### src/rtl/pbd_pkg.sv
// ----------------------------------------------------------------------------
// pbd_pkg
// Shared types, widths and codes of the point-to-box distance classifier.
// ----------------------------------------------------------------------------
package pbd_pkg;

    localparam int COORD_BITS     = 32;
    localparam int GAP_BITS       = 33;
    localparam int MARGIN_BITS    = 31;
    localparam int CFG_INDEX_BITS = 3;
    localparam int QUEUE_DEPTH    = 4;

    // register indexes on the configuration port
    localparam logic [CFG_INDEX_BITS-1:0] REG_BOX_LEFT   = 3'd0;
    localparam logic [CFG_INDEX_BITS-1:0] REG_BOX_BOTTOM = 3'd1;
    localparam logic [CFG_INDEX_BITS-1:0] REG_BOX_RIGHT  = 3'd2;
    localparam logic [CFG_INDEX_BITS-1:0] REG_BOX_TOP    = 3'd3;
    localparam logic [CFG_INDEX_BITS-1:0] REG_MARGIN     = 3'd4;

    // point class codes
    localparam logic [1:0] CLS_OUTSIDE = 2'd0;
    localparam logic [1:0] CLS_EDGE    = 2'd1;
    localparam logic [1:0] CLS_INSIDE  = 2'd2;
    localparam logic [1:0] CLS_INDET   = 2'd3;

    typedef logic signed [COORD_BITS-1:0] t_coord;

    // reset box is inverted, so it starts out invalid
    localparam t_coord BOX_MIN_RESET = COORD_BITS'(64'sd2147483647);
    localparam t_coord BOX_MAX_RESET = COORD_BITS'(-64'sd2147483647);

    typedef struct packed {
        t_coord point_x;
        t_coord point_y;
    } t_point;

    typedef struct packed {
        logic [GAP_BITS-1:0] gap_length;
        logic [1:0]          point_class;
        logic                on_or_inside;
        logic                near_box;
    } t_result;

    // flags settled in the front, carried alongside the distance work
    typedef struct packed {
        logic [1:0] cls;
        logic       on_in;
        logic       near;
    } t_side;

    typedef struct packed {
        logic [COORD_BITS-1:0] gap_x;
        logic [COORD_BITS-1:0] gap_y;
        t_side                 side;
    } t_job;

endpackage

### src/rtl/pbd_queue.sv
// ----------------------------------------------------------------------------
// pbd_queue
// Short job queue between front and back; the back drains one job a cycle.
// ----------------------------------------------------------------------------
module pbd_queue #(
    parameter int DEPTH = pbd_pkg::QUEUE_DEPTH
) (
    input  logic          i_clk,
    input  logic          i_rst_n,
    input  logic          i_push,
    input  pbd_pkg::t_job i_push_data,
    output logic          o_full,
    output logic          o_pop_valid,
    output pbd_pkg::t_job o_pop_data
);

    localparam int PTR_W = (DEPTH > 1) ? $clog2(DEPTH) : 1;
    localparam int CNT_W = $clog2(DEPTH + 1);

    pbd_pkg::t_job r_mem [DEPTH];
    logic [PTR_W-1:0] r_wr_ptr, r_rd_ptr, n_wr_ptr, n_rd_ptr;
    logic [CNT_W-1:0] r_count, n_count;
    logic pop;

    assign o_full      = r_count == CNT_W'(DEPTH);
    assign o_pop_valid = r_count != '0;
    assign pop         = o_pop_valid;
    assign o_pop_data  = r_mem[r_rd_ptr];

    always_comb begin
        n_wr_ptr = r_wr_ptr;
        n_rd_ptr = r_rd_ptr;
        n_count  = r_count;
        if (i_push) begin
            n_wr_ptr = (r_wr_ptr == PTR_W'(DEPTH - 1)) ? '0 : r_wr_ptr + 1'b1;
        end
        if (pop) begin
            n_rd_ptr = (r_rd_ptr == PTR_W'(DEPTH - 1)) ? '0 : r_rd_ptr + 1'b1;
        end
        if (i_push && !pop) begin
            n_count = r_count + 1'b1;
        end else if (pop && !i_push) begin
            n_count = r_count - 1'b1;
        end
    end

    always_ff @(posedge i_clk) begin
        if (!i_rst_n) begin
            r_wr_ptr <= '0;
            r_rd_ptr <= '0;
            r_count  <= '0;
        end else begin
            r_wr_ptr <= n_wr_ptr;
            r_rd_ptr <= n_rd_ptr;
            r_count  <= n_count;
        end
    end

    always_ff @(posedge i_clk) begin
        if (i_push) begin
            r_mem[r_wr_ptr] <= i_push_data;
        end
    end

    a_no_overflow: assert property (@(posedge i_clk) disable iff (!i_rst_n)
        !(i_push && o_full))
        else $error("push into full queue");

endmodule

### config.mk
export PLATFORM = sky130hd
export DESIGN_NAME = pbd_queue
export DESIGN_NICKNAME = d
export VERILOG_FILES = /design/src/rtl/pbd_pkg.sv /design/src/rtl/pbd_queue.sv
export SDC_FILE = /design/constraint.sdc
export NUM_CORES = 1
export LEC_CHECK = 0
export BUFFER_PORTS_ARGS = -buffer_cell sky130_fd_sc_hd__buf_2
export CAP_MARGIN = 20
export CORE_MARGIN = 1
export CORE_UTILIZATION = 40
export CTS_CLUSTER_DIAMETER = 50
export DETAILED_ROUTE_END_ITERATION = 10
export SKIP_LAST_GASP = 1
export SLEW_MARGIN = 40
export SYNTH_ARGS = -nofsm -noshare
export SYNTH_HDL_FRONTEND = slang
export SYNTH_SLANG_ARGS = --single-unit
### constraint.sdc
create_clock -name i_clk -period 6.4 [get_ports i_clk]
set_input_delay 0 -clock i_clk [delete_from_list [all_inputs] [get_ports i_clk]]
set_output_delay 0 -clock i_clk [all_outputs]
set_load 0.005 [all_outputs]
==> reports/qor.csv, run 1 <==
stage;metric;value;unit
routing;detailed-route wire length;18600;um
clock_tree;Num CTS Buffers;29;
clock_tree;TritonCTS Sinks;281;
routing;first-pass detailed-route iteration total;4;
clock_tree;Post-CTS Setup Inserts;0;
worst_setup_path;Critical path buffers and inverters;2;
grt;largest net degree at the start of global routing;34;
sta;Final Hold Viols;0;
clock_tree;post-cts gate resize count;0;
cells_and_area;area grow syn2layout;28.7;%
logic_synthesis;top-count cell post-synth;edfxtp_1;
logic_synthesis;Post-synth EDFFs;272;
worst_setup_path;CP required;6.40;ns
logic_synthesis;predominant post-synthesis flop cell;edfxtp_1;
logic_synthesis;Syn Inst Count;402;
placed_design;HPWL after DPL;11600;um
placed_design;RePlAce Congestion;0.671;
logic_synthesis;Synth async-reset ratio;0;
worst_setup_path;Crit. End Element;output port;
worst_setup_path;Slowest-stage cell, CP;dfxtp_4;
worst_setup_path;critical path class;flip-flop to output port;
power;peak supply drop;0.264;mV
logic_synthesis;Synth Warn #;0;
power;leakage;4.54;nW
logic_synthesis;dominant cell type by area after synthesis;edfxtp_1;
placed_design;Area after DPL;0.0115;mm^2
logic_synthesis;top cells by count, synth;272 x edfxtp_1, 68 x mux4_2, 9 x dfxtp_1;
grt;Remaining Overflow, GRT;0;
floorplanning;Die Ht;162;um
logic_synthesis;Mapped Nets;479;
cells_and_area;fraction of layout cells with a size suffix above 1;0.409;
cells_and_area;nets;716;
routing;Routed wire per std cell;18.8;um
floorplanning;die width;162;um
sta;Worst Max-Slew Pin Slew;0.620;ns
worst_setup_path;Startpoint Class;flip-flop;
grt;global-route wire length before repair;28800;um
floorplanning;row count;58;
placed_design;count of input and output buffers;140;
power;pwr/cell area;373;mW/mm^2
logic_synthesis;Seq/Total Area, Yosys;0.811;
worst_setup_path;WP data arrival;2.60;ns
routing;via count;4871;
sta;Final Cycle Share;0.406;
floorplanning;die footprint;0.0264;mm^2
routing;vias per cell;4.91;
placed_design;Placed Cells;868;
flow_run;total of max-cap violations;0;
logic_synthesis;dominant cells by area after synthesis;edfxtp_1 79%, mux4_2 15%, dfxtp_1 1.7%;
logic_synthesis;Yosys cell types;24;
sta;Worst slew margin;0.587;
routing;Post-DRT Antenna Nets;0;
worst_setup_path;crit-path cells;buf_4 > mux4_2 > buf_2;
clock_tree;CTS tree;built;
sta;Max Clock Skew;0.0128;ns
sta;RSZ-0062 raised after global routing;false;
logic_synthesis;post-synth top area share;0.793;
cells_and_area;Non-Filler Instances;993;
floorplanning;Ports;141;
worst_setup_path;max incr delay on CP;0.67;ns
routing;DRC viols;0;
clock_tree;clock root buffer;clkbuf_16;
floorplanning;core area;0.0252;mm^2
logic_synthesis;post-synthesis area per instance;25.6;um^2
logic_synthesis;count of state elements after synthesis;281;
grt;antenna violations before repair;1;
status;status;finished, final reports clean;
sta;setup TNS;0;ns
grt;vias in the first global route;5223;
clock_tree;H-tree depth;1;
sta;Hold Slack;0.209;ns
worst_hold_path;worst hold path type;input port to flip-flop;
clock_tree;clock buffer depth;3;
sta;Max Fclk;385;MHz
routing;DR iter-0 viols;269;
sta;clock period minus worst slack;2.60;ns
logic_synthesis;Post-Syn Area;0.0103;mm^2
worst_setup_path;CP max FO;30;
grt;GRT Total Usage;0.144;
clock_tree;worst skew pair latency;0.53;ns
clock_tree;Clock transition at path regs;0.06;ns
floorplanning;Initial Util;0.409;
sta;final setup vio count;0;
sta;Slew Viols, Final;0;
cells_and_area;fin area;0.0133;mm^2
worst_setup_path;delay-heaviest family, CP;buffers and inverters;
==> through the flow <==
step | util | power [mW] | worst slack [ns]
3_5_place_dp | 0.457 | 3.21 | 4.24
4_1_cts | 0.526 | 5.02 | 3.65
2_1_floorplan | - | 2.83 | 3.82
6_report | 0.526 | 4.94 | 3.80
5_1_grt | 0.526 | 5.15 | 3.57
3_3_place_gp | 0.449 | 3.15 | 3.98
==> path summary, 6_finish.rpt <==
kind / start / to / slack [ns] / cells after the start
max: flip-flop / o_pop_data[56] / 3.80 / 3
min: i_push_data[18] / r_mem[3][18] / 0.21 / 2
max reg2reg: r_count[0] / r_count[1] / 4.67 / 5
min reg2reg: r_rd_ptr[0] / flip-flop / 0.51 / 2
==> metal layers <==
metal	track usage	part of all wire	vias to the layer above	wire length (um)
met4	0.0420	0.014	0	267
met1	0.182	0.41	2530	7590
met3	0.0265	0.048	18	903
met5	0	0	-	0
li1	-	-	2199	-
met2	0.252	0.53	124	9880
==> where the power goes <==
group	switching [mW]	total [mW]	internal, mW	leakage (nW)
registers	0.0747	2.20	2.12	2.57
logic	0.426	0.979	0.553	1.46
clock network	0.657	1.77	1.11	0.504
==> layout make-up <==
cell class | count | area [um^2]
Multi-Input combinational cell | 102 | 1810
Clock buffer | 37 | 786
Timing Repair Buffer | 222 | 1630
Fill cell | 1975 | 11900
Clock inverter | 17 | 243
Antenna cell | 1 | 2.50
Tap cell | 330 | 413
Sequential cell | 281 | 8360
Inverter | 3 | 11.3
==> flip-flops by register name, summed over array words and instances, names as in the netlist, named ones only <==
signal	cells
r_rd_ptr	2
r_wr_ptr	2
r_mem	272
r_count	3
==> cells by family (layout without fill, tap and decap cells) <==
family / after synthesis / after routing / synth area share
other cells: 0 / 1 / 0
flops: 281 / 281 / 0.811
xor+xnor: 2 / 2 / 0.00170
simple gates: 17 / 17 / 0.0101
mux: 72 / 72 / 0.153
compound gates: 5 / 5 / 0.00316
buf+inv: 19 / 279 / 0.0143
fa+ha+maj: 6 / 6 / 0.00729
==> timing repair <==
item | in CTS | in global routing
endpoints found under the setup margin | 0 | 0
hold buffers | 70 | 0
hold endpoints to repair | 281 | 0
==> cells in the final DEF, fill, tap and decap left out, types with 2 or more instances in the layout <==
cell type      netlist  layout
clkinv_2             0       3
inv_6                0       2
nor2b_1              3       3
dfxtp_4              0       2
ha_1                 6       6
o21ai_0              2       2
dfxtp_1              9       7
clkbuf_16            0      29
mux4_2              68      68
bufinv_16            0       6
buf_2                4     140
nand2_1              2       2
clkbuf_1             4       5
inv_1                3       3
mux2i_1              4       4
and2_4               0       4
clkinv_1             0       5
dlygate4sd3_1        0      70
a21boi_0             2       2
edfxtp_1           272     272
buf_12               3      11
or3_1                3       3
clkbuf_8             0       3
Power figures use the tool's default switching activity.
==> inputs of run 2 (changes only) <==
==> constraint.sdc (replaced) <==
create_clock -name i_clk -period 2.5 [get_ports i_clk]
set_input_delay 0 -clock i_clk [delete_from_list [all_inputs] [get_ports i_clk]]
set_output_delay 0 -clock i_clk [all_outputs]
set_load 0.005 [all_outputs]
==> reports/qor.csv, run 2 (synthesis gave the netlist of run 1 again) <==
stage;metric;value;unit;change
status;status;finished, final reports clean;;unchanged
clock_tree;H-tree depth;1;;unchanged
worst_setup_path;CP required;2.50;ns;was 6.40 ns
power;leakage;4.47;nW;was 4.54 nW
placed_design;RePlAce Congestion;0.674;;was 0.671
clock_tree;Num CTS Buffers;31;;was 29
power;Tot Pwr;12.3;mW;was 4.94 mW
worst_setup_path;Reg2Reg Depth;4;;was 5
grt;largest net degree at the start of global routing;69;;was 34
grt;global-route wire length before repair;29400;um;was 28800 um
grt;Remaining Overflow, GRT;0;;unchanged
clock_tree;worst skew pair latency;0.54;ns;was 0.53 ns
floorplanning;die footprint;0.0264;mm^2;unchanged
worst_setup_path;Critical path buffers and inverters;2;;unchanged
worst_setup_path;critical path class;flip-flop to output port;;unchanged
worst_setup_path;Crit. End Element;output port;;unchanged
floorplanning;Initial Util;0.409;;unchanged
clock_tree;clock buffer depth;3;;unchanged
sta;Final Cycle Share;0.879;;
power;pwr/cell area;941;mW/mm^2;was 373 mW/mm^2
sta;Worst Max-Slew Pin Slew;0.515;ns;was 0.620 ns
cells_and_area;max reg flops;272;;unchanged
worst_hold_path;Worst Hold Endpoint;r_mem[2][12];;was r_mem[3][18]
worst_hold_path;Min-Delay Path Depth;2;;unchanged
clock_tree;CTS tree;built;;unchanged
grt;vias in the first global route;5363;;was 5223
worst_setup_path;CP max FO;27;;was 30
grt;antenna violations before repair;0;;was 1
floorplanning;row count;58;;unchanged
routing;DR iter-0 viols;280;;was 269
routing;first-pass detailed-route iteration total;4;;unchanged
cells_and_area;nets;713;;was 716
placed_design;count of input and output buffers;140;;unchanged
power;peak supply drop;0.681;mV;was 0.264 mV
sta;clock period minus worst slack;2.20;ns;
sta;Max Clock Skew;0.00838;ns;was 0.0128 ns
worst_setup_path;Startpoint Class;flip-flop;;unchanged
worst_setup_path;crit-path cells;buf_12 > mux4_2 > buf_2;;was buf_4 > mux4_2 > buf_2
cells_and_area;Most flops, register;r_mem;;unchanged
floorplanning;die width;162;um;unchanged
worst_setup_path;Critical R2R Launch;r_count[0];;unchanged
cells_and_area;area grow syn2layout;27.3;%;was 28.7%
routing;vias per cell;4.94;;was 4.91
clock_tree;clock root buffer;clkbuf_16;;unchanged
worst_setup_path;max incr delay on CP;0.63;ns;was 0.67 ns
routing;Post-DRT Antenna Nets;0;;unchanged
sta;Slew Viols, Final;0;;unchanged
worst_setup_path;WP data arrival;2.20;ns;was 2.60 ns
placed_design;pre-CTS WS;0.803;ns;was 4.24 ns
routing;detailed-route wire length;18600;um;about the same
cells_and_area;n_diodes;0;;was 1
routing;via count;4888;;was 4871
routing;Routed wire per std cell;18.8;um;about the same
sta;setup TNS;0;ns;unchanged
sta;Max Fclk;455;MHz;
routing;DRC viols;0;;unchanged
cells_and_area;Fill cells;1987;;was 1975
clock_tree;Clock transition at path regs;0.06;ns;about the same
worst_hold_path;worst hold path type;input port to flip-flop;;unchanged
worst_hold_path;Hold Path Origin;i_push_data[12];;was i_push_data[18]
worst_setup_path;flop-to-flop setup slack;0.85;ns;was 4.67 ns
cells_and_area;biggest regs;r_mem: 272 flops, r_count: 3 flops;;unchanged
cells_and_area;commonest cells after routing, fill and taps aside;272 x edfxtp_1, 140 x buf_2, 70 x dlygate4sd3_1;;unchanged
floorplanning;Ports;141;;unchanged
clock_tree;post-cts gate resize count;0;;unchanged
sta;final setup vio count;0;;unchanged
grt;GRT Total Usage;0.145;;was 0.144
placed_design;HPWL after DPL;10400;um;was 11600 um
sta;Worst slew margin;0.657;;was 0.587
worst_setup_path;delay-heaviest family, CP;flip-flops;;was buffers and inverters
cells_and_area;total area of sequential cells;0.00836;mm^2;unchanged
floorplanning;core area;0.0252;mm^2;unchanged
floorplanning;Die Ht;162;um;unchanged
worst_setup_path;Slowest-stage cell, CP;dfxtp_4;;unchanged
flow_run;total of max-cap violations;0;;unchanged
worst_setup_path;worst r2r dst;r_count[1];;unchanged
sta;min setup slack post-route;0.301;ns;was 3.80 ns
sta;Final Hold Viols;0;;unchanged
sta;RSZ-0062 raised after global routing;false;;unchanged
clock_tree;Post-CTS Setup Inserts;0;;unchanged
cells_and_area;commonest non-fill, non-tap cell in the layout;edfxtp_1;;unchanged
cells_and_area;Multi-input gate area;0.00181;mm^2;unchanged
cells_and_area;fraction of layout cells with a size suffix above 1;0.409;;about the same
clock_tree;TritonCTS Sinks;281;;unchanged
run 2: cell types whose count changed in the layout (fill, tap and decap cells not counted):
cell | before | now
clkinv_2 | 3 | 6
clkinv_1 | 5 | 3
buf_12 | 11 | 7
clkbuf_8 | 3 | 0
diode_2 | 1 | 0
clkbuf_1 | 5 | 6
clkinv_4 | 0 | 4
buf_4 | 1 | 0
bufinv_16 | 6 | 2
clkinvlp_4 | 0 | 2
clkbuf_16 | 29 | 31
run 2: layout make-up:
class / count / area share
inverters: 3 / 0.000859
clock inverters: 20 / 0.0137
clock buffers: 37 / 0.0609
repair buffers: 217 / 0.118
multi-input cells: 102 / 0.138
well taps: 330 / 0.0315
flip-flops and latches: 281 / 0.637
run 2: repair_timing:
action / 4_1_cts / 5_1_grt
setup endpoints to repair: 0 / 0
hold buffers: 70 / 0
hold endpoints to repair: 281 / 0
run 2: worst register-to-register path, cell delays in order, from the launching register on:
cell	delay [ns]
dfxtp_1	0.37
nor3_2	0.36
ha_1	0.35
or3_1	0.36
a21boi_0	0.16
run 2: per-stage QoR:
stage / instances / hold slack [ns] / instance area (um^2) / util
after floorplan: 402 / 0.0989 / 10300 / -
after global placement: 863 / 0.209 / 11400 / 0.454
after detailed placement: 863 / 0.218 / 11400 / 0.454
after CTS: 990 / 0.181 / 13100 / 0.521
after global routing: 990 / 0.194 / 13100 / 0.521
final: 990 / 0.210 / 13100 / 0.521
run 2: worst max path at each step:
stage	end	cells past startpoint	from
floorplan	r_mem[3][0]	2	r_wr_ptr[0]
global placement	o_pop_data[60]	3	flip-flop
detailed placement	o_pop_data[60]	3	flip-flop
CTS	o_pop_data[60]	3	flip-flop
global route	o_pop_data[0]	3	flip-flop
finish	o_pop_data[60]	3	flip-flop
run 2: report_power, final:
part | switching [mW] | leakage [nW] | internal (mW)
Clock | 1.75 | 0.477 | 2.50
Combinational | 1.06 | 1.42 | 1.39
Sequential | 0.199 | 2.57 | 5.44
Total | 3.01 | 4.47 | 9.33
run 2: per-layer routing:
| metal | global-route usage | vias up | part of all wire |
|---|---|---|---|
| li1 | - | 2191 | - |
| met3 | 0.0372 | 35 | 0.076 |
| met1 | 0.190 | 2503 | 0.41 |
| met4 | 0.0356 | 0 | 0.016 |
| met5 | 0 | - | 0 |
| met2 | 0.244 | 159 | 0.50 |
==> inputs of run 3 (changes only) <==
--- a/config.mk
+++ b/config.mk
@@ -7,10 +7,14 @@
 export LEC_CHECK = 0
 export BUFFER_PORTS_ARGS = -buffer_cell sky130_fd_sc_hd__buf_2
 export CAP_MARGIN = 20
+export CELL_PAD_IN_SITES_DETAIL_PLACEMENT = 1
+export CELL_PAD_IN_SITES_GLOBAL_PLACEMENT = 1
 export CORE_MARGIN = 1
 export CORE_UTILIZATION = 40
 export CTS_CLUSTER_DIAMETER = 50
 export DETAILED_ROUTE_END_ITERATION = 10
+export PLACE_DENSITY_LB_ADDON = 0.1
+export REMOVE_ABC_BUFFERS = 1
 export SKIP_LAST_GASP = 1
 export SLEW_MARGIN = 40
 export SYNTH_ARGS = -nofsm -noshare
==> reports/qor.csv, run 3 (synthesis gave the netlist of run 1 again) <==
stage;metric;value;unit;change
worst_hold_path;worst hold path type;input port to flip-flop;;unchanged
sta;RSZ-0062 raised after global routing;false;;unchanged
routing;vias per cell;4.94;;about the same
status;status;finished, final reports clean;;unchanged
worst_setup_path;CP required;2.50;ns;about the same
clock_tree;H-tree depth;1;;unchanged
cells_and_area;biggest regs;r_mem: 272 flops, r_count: 3 flops;;unchanged
floorplanning;row count;58;;unchanged
routing;DR iter-0 viols;268;;was 280
grt;GRT Total Usage;0.159;;was 0.145
cells_and_area;commonest non-fill, non-tap cell in the layout;edfxtp_1;;unchanged
cells_and_area;max reg flops;272;;unchanged
sta;Slew Viols, Final;0;;unchanged
sta;final setup vio count;0;;unchanged
cells_and_area;n_diodes;0;;unchanged
worst_setup_path;WP data arrival;2.20;ns;about the same
sta;Max Fclk;454;MHz;was 455 MHz
clock_tree;Clock transition at path regs;0.06;ns;about the same
sta;Worst slew margin;0.645;;was 0.657
sta;Final Cycle Share;0.881;;was 0.879
clock_tree;clock buffer depth;3;;unchanged
placed_design;HPWL after DPL;12700;um;was 10400 um
power;pwr/cell area;940;mW/mm^2;was 941 mW/mm^2
cells_and_area;Most flops, register;r_mem;;unchanged
grt;global-route wire length before repair;31600;um;was 29400 um
routing;detailed-route wire length;20300;um;was 18600 um
clock_tree;Num CTS Buffers;30;;was 31
routing;first-pass detailed-route iteration total;4;;unchanged
grt;Remaining Overflow, GRT;0;;unchanged
clock_tree;post-cts gate resize count;0;;unchanged
grt;vias in the first global route;5540;;was 5363
cells_and_area;utilization after layout;0.522;;was 0.521
floorplanning;die width;162;um;unchanged
cells_and_area;commonest cells after routing, fill and taps aside;272 x edfxtp_1, 140 x buf_2, 71 x dlygate4sd3_1;;was 272 x edfxtp_1, 140 x buf_2, 70 x dlygate4sd3_1
routing;DRC viols;0;;unchanged
clock_tree;worst skew pair latency;0.54;ns;about the same
floorplanning;Initial Util;0.409;;unchanged
cells_and_area;nets;722;;was 713
routing;via count;4924;;was 4888
power;leakage;4.51;nW;was 4.47 nW
power;peak supply drop;0.460;mV;was 0.681 mV
worst_setup_path;critical path class;flip-flop to output port;;unchanged
grt;largest net degree at the start of global routing;52;;was 69
worst_setup_path;Crit. End Element;output port;;unchanged
sta;Max Clock Skew;0.00757;ns;was 0.00838 ns
floorplanning;Ports;141;;unchanged
sta;Final Hold Viols;0;;unchanged
sta;clock period minus worst slack;2.20;ns;about the same
worst_setup_path;Startpoint Class;flip-flop;;unchanged
floorplanning;Die Ht;162;um;unchanged
routing;Routed wire per std cell;20.4;um;was 18.8 um
sta;Worst Max-Slew Pin Slew;0.528;ns;was 0.515 ns
cells_and_area;area grow syn2layout;27.7;%;was 27.3%
placed_design;count of input and output buffers;140;;unchanged
sta;Hold Slack;0.212;ns;was 0.210 ns
flow_run;total of max-cap violations;0;;unchanged
grt;antenna violations before repair;0;;unchanged
worst_setup_path;CP max FO;20;;was 27
floorplanning;core area;0.0252;mm^2;unchanged
clock_tree;CTS tree;built;;unchanged
routing;Post-DRT Antenna Nets;0;;unchanged
placed_design;RePlAce Congestion;0.688;;was 0.674
floorplanning;die footprint;0.0264;mm^2;unchanged
cells_and_area;fraction of layout cells with a size suffix above 1;0.413;;was 0.409
power;Tot Pwr;12.4;mW;was 12.3 mW
clock_tree;clock root buffer;clkbuf_16;;unchanged
clock_tree;TritonCTS Sinks;281;;unchanged
## run 3: cell count changes in the layout (fill, tap and decap cells not counted)
cell	change
clkinv_1	+1
buf_4	+9
inv_6	-1
dlygate4sd3_1	+1
clkbuf_1	-1
inv_8	-1
clkinvlp_4	-2
## run 3: area by class of cell
type	instances	area, um^2
Clock buffer	36	795
Clock inverter	17	149
Multi-Input combinational cell	102	1810
Inverter	3	11.3
Tap cell	330	413
Fill cell	2266	12000
Timing Repair Buffer	227	1620
Sequential cell	281	8360
## run 3: path summary, 6_finish.rpt
| path | start | endpoint | slack [ns] | cells after the start |
|---|---|---|---|---|
| min | i_push_data[19] | r_mem[2][19] | 0.21 | 2 |
| min reg2reg | r_count[2] | r_count[2] | 0.52 | 2 |
| max reg2reg | r_count[0] | r_count[1] | 0.75 | 5 |
| max | flip-flop | o_pop_data[7] | 0.30 | 3 |
## run 3: power breakdown
part           switching [mW]  total, mW  internal, mW
sequential              0.212       5.65          5.43
combinational            1.12       2.53          1.41
clock                    1.72       4.18          2.46
total                    3.05       12.4          9.31
## run 3: critical path, cell delays in order (launching register included)
cell	delay, ns
dfxtp_4	0.64
buf_12	0.28
mux4_2	0.58
buf_2	0.15
## run 3: what timing repair did
item                                   in CTS  in global routing
setup buffers                               0                  0
endpoints found under the hold margin     281                  0
hold buffers                               71                  0
## run 3: stage by stage
stage / cells / worst slack (ns) / TNS (ns) / instance area (um^2)
after global placement: 872 / 0.823 / 0 / 11500
after CTS: 996 / 0.221 / 0 / 13200
after detailed placement: 872 / 0.766 / 0 / 11500
final: 996 / 0.297 / 0 / 13200
after floorplan: 386 / -1.05 / -89.47 / 10200
after global routing: 996 / 0.133 / 0 / 13200
## run 3: metal layers
layer | GRT usage | wire length [um] | vias to the layer above
met5 | 0 | 0 | -
met4 | 0.0429 | 409 | 0
met3 | 0.0288 | 1050 | 32
met2 | 0.270 | 10200 | 126
met1 | 0.212 | 8600 | 2557
li1 | - | - | 2209
