--- config.mk ---
export PLATFORM = sky130hd
export DESIGN_NAME = pbd_front
export DESIGN_NICKNAME = d
export VERILOG_FILES = /design/src/rtl/pbd_pkg.sv /design/src/rtl/pbd_front.sv
export SDC_FILE = /design/constraint.sdc
export NUM_CORES = 1
export LEC_CHECK = 0
export ABC_AREA = 1
export BUFFER_PORTS_ARGS = -buffer_cell sky130_fd_sc_hd__buf_2
export CELL_PAD_IN_SITES_DETAIL_PLACEMENT = 1
export CELL_PAD_IN_SITES_GLOBAL_PLACEMENT = 1
export CORE_AREA = 2 2 287 289
export CTS_CLUSTER_SIZE = 30
export DETAILED_ROUTE_END_ITERATION = 16
export DIE_AREA = 0 0 289 291
export PLACE_DENSITY_LB_ADDON = 0.1
export SLEW_MARGIN = 40
export SYNTH_ARGS = -nofsm -noshare
export SYNTH_HDL_FRONTEND = slang
export SYNTH_SLANG_ARGS = --single-unit
--- constraint.sdc ---
create_clock -name i_clk -period 3.8 [get_ports i_clk]
set_clock_uncertainty 0.2 [all_clocks]
set_input_delay 0.19 -clock i_clk [delete_from_list [all_inputs] [get_ports i_clk]]
set_output_delay 0.19 -clock i_clk [all_outputs]
set_load 0.02 [all_outputs]
--- src/rtl/pbd_pkg.sv ---
// ----------------------------------------------------------------------------
// pbd_pkg
// Shared types, widths and codes of the point-to-box distance classifier.
// ----------------------------------------------------------------------------
package pbd_pkg;

    localparam int COORD_BITS     = 32;
    localparam int GAP_BITS       = 33;
    localparam int MARGIN_BITS    = 31;
    localparam int CFG_INDEX_BITS = 3;
    localparam int QUEUE_DEPTH    = 4;

    // register indexes on the configuration port
    localparam logic [CFG_INDEX_BITS-1:0] REG_BOX_LEFT   = 3'd0;
    localparam logic [CFG_INDEX_BITS-1:0] REG_BOX_BOTTOM = 3'd1;
    localparam logic [CFG_INDEX_BITS-1:0] REG_BOX_RIGHT  = 3'd2;
    localparam logic [CFG_INDEX_BITS-1:0] REG_BOX_TOP    = 3'd3;
    localparam logic [CFG_INDEX_BITS-1:0] REG_MARGIN     = 3'd4;

    // point class codes
    localparam logic [1:0] CLS_OUTSIDE = 2'd0;
    localparam logic [1:0] CLS_EDGE    = 2'd1;
    localparam logic [1:0] CLS_INSIDE  = 2'd2;
    localparam logic [1:0] CLS_INDET   = 2'd3;

    typedef logic signed [COORD_BITS-1:0] t_coord;

    // reset box is inverted, so it starts out invalid
    localparam t_coord BOX_MIN_RESET = COORD_BITS'(64'sd2147483647);
    localparam t_coord BOX_MAX_RESET = COORD_BITS'(-64'sd2147483647);

    typedef struct packed {
        t_coord point_x;
        t_coord point_y;
    } t_point;

    typedef struct packed {
        logic [GAP_BITS-1:0] gap_length;
        logic [1:0]          point_class;
        logic                on_or_inside;
        logic                near_box;
    } t_result;

    // flags settled in the front, carried alongside the distance work
    typedef struct packed {
        logic [1:0] cls;
        logic       on_in;
        logic       near;
    } t_side;

    typedef struct packed {
        logic [COORD_BITS-1:0] gap_x;
        logic [COORD_BITS-1:0] gap_y;
        t_side                 side;
    } t_job;

endpackage

--- src/rtl/pbd_front.sv ---
// ----------------------------------------------------------------------------
// pbd_front
// Holds the box configuration, takes query points, finds the axis gaps and
// the class flags, and pushes one job per item into the queue.
// ----------------------------------------------------------------------------
module pbd_front (
    input  logic                                 i_clk,
    input  logic                                 i_rst_n,
    input  logic                                 start,
    output logic                                 busy,
    input  pbd_pkg::t_point                      i_point,
    input  logic                                 i_cfg_valid,
    output logic                                 o_cfg_ready,
    input  logic [pbd_pkg::CFG_INDEX_BITS-1:0]   i_cfg_index,
    input  logic [pbd_pkg::COORD_BITS-1:0]       i_cfg_data,
    input  logic                                 i_full,
    output logic                                 o_push,
    output pbd_pkg::t_job                        o_job
);

    localparam int CB     = pbd_pkg::COORD_BITS;
    localparam int MSB    = CB - 1;
    localparam int NEAR_W = CB + 2;

    pbd_pkg::t_coord r_left, r_bottom, r_right, r_top;
    logic [pbd_pkg::MARGIN_BITS-1:0] r_margin;

    logic signed [NEAR_W-1:0] r_near_left, r_near_bottom, r_near_right, r_near_top;
    logic signed [NEAR_W-1:0] n_near_left, n_near_bottom, n_near_right, n_near_top;
    logic r_box_ok, n_box_ok;

    logic            r_valid, n_valid;
    pbd_pkg::t_point r_pt;
    logic            accept;

    assign o_cfg_ready = 1'b1;

    always_ff @(posedge i_clk) begin
        if (!i_rst_n) begin
            r_left   <= pbd_pkg::BOX_MIN_RESET;
            r_bottom <= pbd_pkg::BOX_MIN_RESET;
            r_right  <= pbd_pkg::BOX_MAX_RESET;
            r_top    <= pbd_pkg::BOX_MAX_RESET;
            r_margin <= '0;
        end else if (i_cfg_valid) begin
            case (i_cfg_index)
                pbd_pkg::REG_BOX_LEFT:   r_left   <= i_cfg_data;
                pbd_pkg::REG_BOX_BOTTOM: r_bottom <= i_cfg_data;
                pbd_pkg::REG_BOX_RIGHT:  r_right  <= i_cfg_data;
                pbd_pkg::REG_BOX_TOP:    r_top    <= i_cfg_data;
                pbd_pkg::REG_MARGIN:     r_margin <= i_cfg_data[pbd_pkg::MARGIN_BITS-1:0];
                default: ;
            endcase
        end
    end

    // grown box and validity are registered, so they follow the box registers in the next cycle
    always_comb begin
        n_near_left   = {{2{r_left[MSB]}}, r_left} - NEAR_W'(r_margin);
        n_near_bottom = {{2{r_bottom[MSB]}}, r_bottom} - NEAR_W'(r_margin);
        n_near_right  = {{2{r_right[MSB]}}, r_right} + NEAR_W'(r_margin);
        n_near_top    = {{2{r_top[MSB]}}, r_top} + NEAR_W'(r_margin);
        n_box_ok      = (r_left <= r_right) && (r_bottom <= r_top);
    end

    always_ff @(posedge i_clk) begin
        r_near_left   <= n_near_left;
        r_near_bottom <= n_near_bottom;
        r_near_right  <= n_near_right;
        r_near_top    <= n_near_top;
        r_box_ok      <= n_box_ok;
    end

    // hold the point while the queue is full
    assign busy   = r_valid && i_full;
    assign accept = start && !busy;
    assign o_push = r_valid && !i_full;

    always_comb begin
        n_valid = r_valid;
        if (accept) begin
            n_valid = 1'b1;
        end else if (o_push) begin
            n_valid = 1'b0;
        end
    end

    always_ff @(posedge i_clk) begin
        if (!i_rst_n) begin
            r_valid <= 1'b0;
        end else begin
            r_valid <= n_valid;
        end
    end

    always_ff @(posedge i_clk) begin
        if (accept) begin
            r_pt <= i_point;
        end
    end

    pbd_pkg::t_coord x, y;
    logic signed [NEAR_W-1:0] x_w, y_w;
    logic [CB:0] dx_l, dx_r, dy_b, dy_t;
    logic x_le_l, x_ge_r, y_le_b, y_ge_t, x_br, y_br;
    logic on_in, strict_in, near;

    always_comb begin
        x      = r_pt.point_x;
        y      = r_pt.point_y;
        x_w    = {{2{x[MSB]}}, x};
        y_w    = {{2{y[MSB]}}, y};
        x_le_l = x <= r_left;
        x_ge_r = x >= r_right;
        y_le_b = y <= r_bottom;
        y_ge_t = y >= r_top;
        x_br   = x_le_l || x_ge_r;
        y_br   = y_le_b || y_ge_t;

        // gaps are non-negative wherever they are selected
        dx_l = {r_left[MSB], r_left} - {x[MSB], x};
        dx_r = {x[MSB], x} - {r_right[MSB], r_right};
        dy_b = {r_bottom[MSB], r_bottom} - {y[MSB], y};
        dy_t = {y[MSB], y} - {r_top[MSB], r_top};

        on_in     = (x >= r_left) && (x <= r_right) && (y >= r_bottom) && (y <= r_top);
        strict_in = (x > r_left) && (x < r_right) && (y > r_bottom) && (y < r_top);
        near      = (x_w >= r_near_left) && (x_w <= r_near_right) &&
                    (y_w >= r_near_bottom) && (y_w <= r_near_top);

        // a zero gap on an axis in span makes one hypotenuse cover all regions
        o_job.gap_x = !x_br ? '0 : (x_le_l ? dx_l[CB-1:0] : dx_r[CB-1:0]);
        o_job.gap_y = !y_br ? '0 : (y_le_b ? dy_b[CB-1:0] : dy_t[CB-1:0]);
        o_job.side.on_in = on_in;
        o_job.side.near  = near;
        if (!r_box_ok) begin
            o_job.side.cls = pbd_pkg::CLS_INDET;
        end else if (!on_in) begin
            o_job.side.cls = pbd_pkg::CLS_OUTSIDE;
        end else if (strict_in) begin
            o_job.side.cls = pbd_pkg::CLS_INSIDE;
        end else begin
            o_job.side.cls = pbd_pkg::CLS_EDGE;
        end
    end

    a_accept_holds: assert property (@(posedge i_clk) disable iff (!i_rst_n)
        accept |=> r_valid)
        else $error("accepted item not held in front");

endmodule

==> summary.txt, run 1 <==
Detailed routing
  – Remaining number of nets flagged by the antenna check after routing: 0
  – Length of routed met3 wiring: 13.5 mm
  – Wire per inst: 23.7 um
  – Uppermost layer routed: met4
  – Iteration-0 DRC count of the detailed router: 2752
  – Final Routed Wirelength: 154 mm
  – Vias/cell: 5.43
  – Total vias in the final route: 35200
  – Detailed-routed wire length on met2: around 63 mm
  – DRC errors left: 0
  – Number of detailed-route iterations in the first pass: 5
  – Routed length on met1: 72.8 mm

Global routing
  – Antenna violations before repair: 3
  – Residual overflow from global routing: 0
  – Global-route wire length before repair: 220 mm
  – Overall fraction of global-route tracks in use: between 30% and 40%
  – Via count of the first global-routing pass: 34400
  – Pin count of the biggest net entering global routing: 82

STA
  – Worst hold margin: 0.0814 ns
  – Max-slew violation count: 0
  – Number of hold-slack violations in the final timing report: 0
  – Fmax: 265 MHz
  – Time the worst path needs with I/O delays and setup: 3.77 ns
  – Final number of setup-violating endpoints: 0
  – Worst slew pin tran: 0.901 ns
  – Remaining max-slew budget at the tightest pin: 39.3%
  – Portion of the clock cycle consumed by the worst path in the final layout: 99.2%

Placement
  – RePlAce Congestion: roughly 1
  – Buffers added on ports: 173
  – Post-DP HPWL: 127 mm
  – Post-Place Cell Area: 34900 um^2

Setup path
  – Launching instance or port of the critical path: y[29]
  – Critical Path RT: 3.41 ns
  – Crit-path slowest cell: sky130_fd_sc_hd__edfxtp_1
  – Worst r2r src: r_margin[16]
  – Critical path class: flop to output port
  – Instance count on the critical path: 15
  – Cell breakdown of the critical path: inv_1 -> ha_2 -> a21oi_2 -> nor2_1 -> nor2_1 -> nand2_1 -> a21oi_2 -> nand2_1 -> nand2_2 -> nand3_4 -> buf_12 -> buf_12 -> a21oi_2 -> nor2_1 -> buf_2
  – Worst path bufs/invs: 4
  – Kind of start point of the critical path: flop
  – Worst path top cell family by delay: simple AND/OR/NAND/NOR gates
  – Setup slack, reg-to-reg: 0.51 ns
  – Setup crit end: o_job[33]
  – Cell depth of the worst flop-to-flop path: 7
  – Arrival time reported for the critical path endpoint: 3.38 ns
  – Maximum fanout along the worst path: 5
  – Biggest cell delay along the critical path: approximately 0.48 ns
  – Reg2reg end: r_near_left[25]
  – Critical Path End Type: output port

Synth
  – Post-synthesis sequential area ratio: 24.2%
  – Synth warn: 0
  – Avg Inst Size Synth: 6.57 um^2
  – Number of unique standard cell types used by synthesis: 50
  – Async set-reset flop share out of synthesis: 0%
  – Synthesized Nets: about 5500
  – #FFs+latches synth: around 360
  – Synthesized cell area: 32200 um^2
  – Number of instances in the synthesized netlist: roughly 4900
  – Most used DFF post-synth: sky130_fd_sc_hd__dfxtp_1
  – Post-synth EDFFs: 64

Power and ir drop
  – Fraction of power consumed by the clock network: 33.4%
  – Proportion of power drawn by combinational gates: about 36%
  – Net switching power: 5.31 mW
  – Internal Dissipation: 8.67 mW
  – Switching share of power: 38.0%
  – Maximum ir drop on the vdd rail: 369 uV
  – Sequential share of power: 30.7%
  – Cell leakage power: 19.1 nW
  – Total power per unit cell area: 354 nW/um^2

Clocking
  – TritonCTS clock tree: built
  – H-Tree Level Count: 2
  – Inserted Clock Buffers: 47
  – Clock transition at the registers of the reported paths: about 0.060 ns
  – # clock sinks: 357
  – Clock latency of the later-clocked register in the worst-skew pair: ~0.60 ns
  – Number of buffers on the longest clock path: 3
  – Root Buffer: sky130_fd_sc_hd__clkbuf_16

Floorplan
  – I/O pin total: 175
  – Horizontal extent of the die: 289 um
  – Area of the die: 84100 um^2
  – Initial Utilization: 39.7%
  – Vertical die dimension: 291 um
  – Core Rows: around 110
  – Floorplan core area: 81200 um^2

Hold path
  – Hold WC Path Type: input port to flop

Layout
  – Commonest cells after routing, fill and taps aside: 1192 x sky130_fd_sc_hd__nand2_1, 739 x sky130_fd_sc_hd__inv_1, 470 x sky130_fd_sc_hd__a21oi_1
  – Final instance area: 39500 um^2
  – Final #Nets: between 5000 and 6000
  – Layout cell share with drive strength beyond 1: 12.8%
  – Most common library cell in the layout ignoring fill and taps: sky130_fd_sc_hd__nand2_1
  – P&R area growth vs syn: 22.6%

Run
  – Max-capacitance violation count: 0

Run status
  – Run status: completed
[through the flow]
stage	setup slack, ns	power [mW]	utilization [%]	setup TNS [ns]	std cells
2_1_floorplan	1.02	7.06	-	0	4908
3_3_place_gp	0.0248	8.62	43.0	0	6177
3_5_place_dp	0.0779	8.67	43.0	0	6177
4_1_cts	-0.0447	13.5	46.7	-0.615	6398
5_1_grt	-0.0717	14.6	48.7	-1.94	6472
6_report	0.0290	14.0	48.7	0	6476
[Yosys cell counts (3+ instances only)]
cell                       count  area share, %
sky130_fd_sc_hd__dfxtp_1     293             18
sky130_fd_sc_hd__nor2_1      454            5.3
sky130_fd_sc_hd__nand4_1      64            1.2
sky130_fd_sc_hd__inv_2         7          0.082
sky130_fd_sc_hd__ha_1        448             17
sky130_fd_sc_hd__o21bai_1     41           0.95
sky130_fd_sc_hd__a31oi_1      19           0.37
sky130_fd_sc_hd__xor2_1       98            2.7
sky130_fd_sc_hd__buf_2         7           0.11
sky130_fd_sc_hd__nand3b_1     12           0.28
sky130_fd_sc_hd__edfxtp_1     64            6.0
sky130_fd_sc_hd__o21a_1       21           0.49
sky130_fd_sc_hd__a21oi_1     495            7.7
sky130_fd_sc_hd__nor2_2       16           0.31
sky130_fd_sc_hd__a21oi_2       6           0.16
sky130_fd_sc_hd__nand3_2       3          0.093
sky130_fd_sc_hd__nand3_1     263            4.1
sky130_fd_sc_hd__clkbuf_1     49           0.57
sky130_fd_sc_hd__a221oi_1      6           0.16
sky130_fd_sc_hd__o21ai_1      16           0.25
sky130_fd_sc_hd__a21boi_0      7           0.16
sky130_fd_sc_hd__or2_2         3          0.058
sky130_fd_sc_hd__xnor2_1      68            1.8
sky130_fd_sc_hd__buf_4         9           0.21
sky130_fd_sc_hd__nand2_1    1238             14
sky130_fd_sc_hd__nand2_2      15           0.29
sky130_fd_sc_hd__nor3_1       46           0.71
sky130_fd_sc_hd__fa_1          8           0.50
sky130_fd_sc_hd__and2_1       10           0.19
sky130_fd_sc_hd__nor4_1       13           0.25
sky130_fd_sc_hd__a21o_1       38           0.88
sky130_fd_sc_hd__inv_1       748            8.7
sky130_fd_sc_hd__o21ai_0     283            4.4
sky130_fd_sc_hd__o211ai_1     14           0.33
[layer usage]
| metal | vias to the layer above | track usage (%) |
|---|---|---|
| li1 | 17000 | - |
| met1 | 16900 | 51.0 |
| met2 | 1092 | 50.8 |
| met3 | 198 | 8.80 |
| met4 | 0 | 10.4 |
| met5 | - | 0 |
[worst reg2reg max path: stages, from the launching register on]
cell	delay (ns)
sky130_fd_sc_hd__dfxtp_1	0.37
sky130_fd_sc_hd__inv_1	0.14
sky130_fd_sc_hd__ha_1	0.48
sky130_fd_sc_hd__nand2_1	0.25
sky130_fd_sc_hd__o21ai_0	0.78
sky130_fd_sc_hd__a21oi_1	0.11
sky130_fd_sc_hd__o211ai_1	0.60
sky130_fd_sc_hd__xor2_1	0.20
[registers in the layout, indices dropped and copies added, names as in the netlist, 31 cells and up]
name,count
r_near_bottom,33
r_margin,31
r_left,32
r_right,32
r_near_top,33
y,32
r_near_right,33
r_bottom,32
r_near_left,33
x,32
r_top,32
[worst min path at each step]
stage | to | slack, ns | cells past startpoint | start
floorplan | x[0] | 0.09 | 0 | i_point[32]
global placement | y[20] | 0.17 | 1 | i_point[20]
detailed placement | x[0] | 0.17 | 1 | i_point[32]
CTS | r_right[0] | 0.05 | 7 | i_cfg_index[2]
global route | x[9] | 0.1 | 2 | i_point[41]
finish | r_right[0] | 0.08 | 7 | i_cfg_index[2]
[timing repair]
| item | CTS | global route |
|---|---|---|
| setup buffers | 36 | 67 |
| gates resized for setup | 54 | 215 |
| endpoints found under the setup margin | 68 | 68 |
| pin swaps | 5 | 39 |
| cloned | 2 | 7 |
| hold buffers | 101 | 0 |
| endpoints found under the hold margin | 224 | 0 |
[logic make-up after synthesis]
kind of cell             synth area share [%]
AO/OA/AOI/OAI                            16.0
adder cells (fa/ha/maj)                  17.9
buffers and inverters                    9.83
AND/OR/NAND/NOR                          27.6
flip-flops                               24.2
XOR/XNOR                                 4.51
other                                  0.0116
[power groups by stage]
stage | Sequential, mW | Combinational (mW) | Clock, mW
floorplan | 4.29 | 2.77 | 0
global placement | 4.37 | 4.25 | 0
detailed placement | 4.38 | 4.29 | 0
CTS | 4.29 | 4.53 | 4.71
global route | 4.30 | 5.45 | 4.86
finish | 4.29 | 5.03 | 4.67
[cell type report]
cell class	count	area [um^2]
well taps	1070	1340
diodes	4	10.0
multi-input cells	3727	22300
repair buffers	479	3720
clock buffers	70	1450
fillers	10700	41700
flip-flops and latches	357	7790
inverters	757	2840
clock inverters	12	119
Note: power is estimated with default switching activity, not from simulation.
==> run 2, diff against run 1 <==
==> constraint.sdc (replaced) <==
create_clock -name i_clk -period 3.8 [get_ports i_clk]
set_clock_uncertainty 0.2 [all_clocks]
set_input_delay 0.57 -clock i_clk [delete_from_list [all_inputs] [get_ports i_clk]]
set_output_delay 0.57 -clock i_clk [all_outputs]
set_load 0.02 [all_outputs]
==> summary.txt, run 2 (same netlist as run 1, synthesis figures left out) <==
Run status
  – Run status: complete, but fails checks
  – Violated checks: setup timing

Floorplan
  – Area of the die: 84100 um^2 (unchanged)
  – Vertical die dimension: 291 um (unchanged)
  – Initial Utilization: 39.7% (unchanged)
  – Core Rows: 105 (unchanged)
  – Floorplan core area: 81200 um^2 (unchanged)
  – Horizontal extent of the die: 289 um (unchanged)
  – I/O pin total: 175 (unchanged)

Clocking
  – Number of buffers on the longest clock path: 3 (unchanged)
  – TritonCTS clock tree: built
  – Root Buffer: sky130_fd_sc_hd__clkbuf_16
  – Clock latency of the later-clocked register in the worst-skew pair: 0.62 ns (+0.02 ns)
  – Inserted Clock Buffers: 48 (+2.1%)
  – Clock transition at the registers of the reported paths: 0.06 ns (about the same)
  – # clock sinks: 357 (unchanged)
  – H-Tree Level Count: 2 (unchanged)

Global routing
  – Overall fraction of global-route tracks in use: 35.6% (+0.41 points)
  – Antenna violations before repair: 10 (+7)
  – Global-route wire length before repair: 223 mm (+1.7%)
  – Residual overflow from global routing: 0 (unchanged)
  – Pin count of the biggest net entering global routing: 63 (-23%)
  – Via count of the first global-routing pass: 34400 (+0.13%)

Placement
  – Cell total after placement: 6279 (+1.7%)
  – Buffers added on ports: 173 (unchanged)
  – RePlAce Congestion: 0.985 (-1.3%)
  – Post-DP HPWL: 127 mm (about the same)
  – Minimum setup slack after placement: 0.0503 ns (-0.0277 ns)

Power and ir drop
  – Overall Power: 15.2 mW (+8.9%)
  – Total power per unit cell area: 355 nW/um^2 (+0.36%)
  – Maximum ir drop on the vdd rail: 354 uV (-4.2%)
  – Cell leakage power: 20.1 nW (+5.4%)

Setup path
  – Cell depth of the worst flop-to-flop path: 13 (+6)
  – Cell breakdown of the critical path: ha_4 -> inv_4 -> fa_2 -> nand2_2 -> nand2_2 -> nand3_2 -> nand2_2 -> nand2_2 -> nand2_4 -> nand2_4 -> nand2_4 -> buf_6 -> nand2_4 -> nand3_4 -> buf_6 -> nor2_4 -> buf_12 -> clkbuf_16 -> nor2_2 -> buf_6
  – Reg2reg end: r_box_ok
  – Kind of start point of the critical path: flop
  – Critical Path RT: 3.03 ns (-0.38 ns)
  – Critical path class: flop to output port
  – Crit-path slowest cell: sky130_fd_sc_hd__edfxtp_1
  – Worst path bufs/invs: 6 (+2)
  – Setup slack, reg-to-reg: 0.37 ns (-0.14 ns)
  – Worst r2r src: r_top[31]
  – Critical Path End Type: output port
  – Biggest cell delay along the critical path: 0.47 ns (about the same)
  – Arrival time reported for the critical path endpoint: 3.50 ns (+0.12 ns)
  – Worst path top cell family by delay: simple AND/OR/NAND/NOR gates
  – Maximum fanout along the worst path: 5 (unchanged)

Detailed routing
  – Total vias in the final route: 36300 (+3.3%)
  – DRC errors left: 0 (unchanged)
  – Wire per inst: 24.3 um (+2.3%)
  – Final Routed Wirelength: 160 mm (+4.1%)
  – Remaining number of nets flagged by the antenna check after routing: 0 (unchanged)
  – Iteration-0 DRC count of the detailed router: 3213 (+17%)
  – Vias/cell: 5.51 (+1.5%)
  – Number of detailed-route iterations in the first pass: 6 (+1)

Layout
  – Most common library cell in the layout ignoring fill and taps: sky130_fd_sc_hd__nand2_1
  – P&R area growth vs syn: 33.0%
  – Commonest cells after routing, fill and taps aside: 1085 x sky130_fd_sc_hd__nand2_1, 722 x sky130_fd_sc_hd__inv_1, 444 x sky130_fd_sc_hd__a21oi_1
  – Count of non-filler cells in the finished layout: 6588 (+1.7%)
  – Layout cell share with drive strength beyond 1: 21.2% (+8.3 points)
  – Final #Nets: 6038 (+1.8%)

Hold path
  – Start point of the worst min-delay path: i_point[17]
  – Worst Hold Endpoint: y[17]
  – Hold-critical path depth: 1 (-6)
  – Hold WC Path Type: input port to flop

STA
  – Smallest setup slack after layout: -0.466 ns (-0.495 ns)
  – Number of hold-slack violations in the final timing report: 0 (unchanged)
  – Time the worst path needs with I/O delays and setup: 4.27 ns (+0.495 ns)
  – Portion of the clock cycle consumed by the worst path in the final layout: 112% (+13 points)
  – Max-slew violation count: 0 (unchanged)
  – Final number of setup-violating endpoints: 68 (+68)
  – Worst slew pin tran: 0.991 ns (+0.0897 ns)
  – RSZ-0062 raised after global routing: yes
  – Remaining max-slew budget at the tightest pin: 33.2% (-6.0 points)
  – Fmax: 234 MHz (-12%)

Run
  – Max-capacitance violation count: 0 (unchanged)
==> run 2: cell count changes in the layout (fill, tap and decap cells not counted), moves of 29 or more <==
cell	before	now
sky130_fd_sc_hd__buf_4	194	301
sky130_fd_sc_hd__nand2_1	1192	1085
sky130_fd_sc_hd__nand2_2	43	130
sky130_fd_sc_hd__buf_6	9	92
sky130_fd_sc_hd__ha_4	23	90
sky130_fd_sc_hd__ha_1	395	341
sky130_fd_sc_hd__nor2_1	421	367
sky130_fd_sc_hd__nor2_4	14	67
sky130_fd_sc_hd__buf_2	159	112
sky130_fd_sc_hd__dlygate4sd3_1	101	62
sky130_fd_sc_hd__nand3_1	255	226
==> run 2: worst max-delay path by stage <==
stage / startpoint / end / slack [ns] / cells after the start
2_1_floorplan: r_bottom[0] / o_job[34] / 0.65 / 18
3_3_place_gp: y[21] / o_job[2] / 0.08 / 16
3_5_place_dp: r_left[0] / o_job[36] / 0.05 / 19
4_1_cts: x[0] / o_job[65] / -0.23 / 21
5_1_grt: x[0] / o_job[41] / -0.53 / 20
6_report: x[0] / o_job[38] / -0.47 / 20
==> run 2: report_power, final <==
group | internal [mW] | switching [mW] | leakage (nW) | total [mW]
Sequential | 4.11 | 0.162 | 3.01 | 4.27
Combinational | 2.46 | 3.78 | 16.3 | 6.23
Clock | 2.70 | 2.01 | 0.774 | 4.72
==> run 2: per-layer routing <==
layer  share of wire (%)  GRT usage (%)
met1                  48           55.1
met2                  41           51.2
met3                 8.7           5.99
met4                 2.1           6.47
met5               0.018              0
==> run 2: layout make-up <==
class | count | area, um^2
antenna | 3 | 7.51
clock buffer | 69 | 1400
clock inverter | 18 | 159
fill | 10400 | 38300
inverter | 757 | 2850
multi-input combinational | 3725 | 24400
sequential | 357 | 7800
tap | 1070 | 1340
timing repair buffer | 589 | 4960
==> run 2: per-stage QoR <==
stage	util, %	TNS, ns	cell area [um^2]	hold slack (ns)
after floorplan	-	0	32200	0.248
after global placement	44.0	0	35700	0.268
after detailed placement	44.0	0	35700	0.269
after CTS	50.1	-10.56	40600	0.00931
after global routing	52.8	-30.69	42900	0.0149
final	52.8	-25.85	42900	0.0348
==> run 2: worst register-to-register path, stage by stage, from the launching register on <==
cell	delay (ns)
sky130_fd_sc_hd__dfxtp_1	0.34
sky130_fd_sc_hd__inv_1	0.17
sky130_fd_sc_hd__buf_4	0.22
sky130_fd_sc_hd__ha_1	0.52
sky130_fd_sc_hd__nand2_1	0.14
sky130_fd_sc_hd__nor2_1	0.16
sky130_fd_sc_hd__nand4_1	0.32
sky130_fd_sc_hd__nor4_1	0.44
sky130_fd_sc_hd__buf_4	0.21
sky130_fd_sc_hd__nand2_1	0.09
sky130_fd_sc_hd__nand3_1	0.09
sky130_fd_sc_hd__nand3_1	0.21
sky130_fd_sc_hd__nand2_1	0.14
sky130_fd_sc_hd__inv_1	0.09
==> run 2: timing repair <==
item	in CTS	in global routing
cloned	7	7
endpoints found under the hold margin	62	0
pin swaps	92	139
gates resized for setup	462	415
setup endpoints to repair	68	68
setup buffers	88	67
hold buffers	62	0
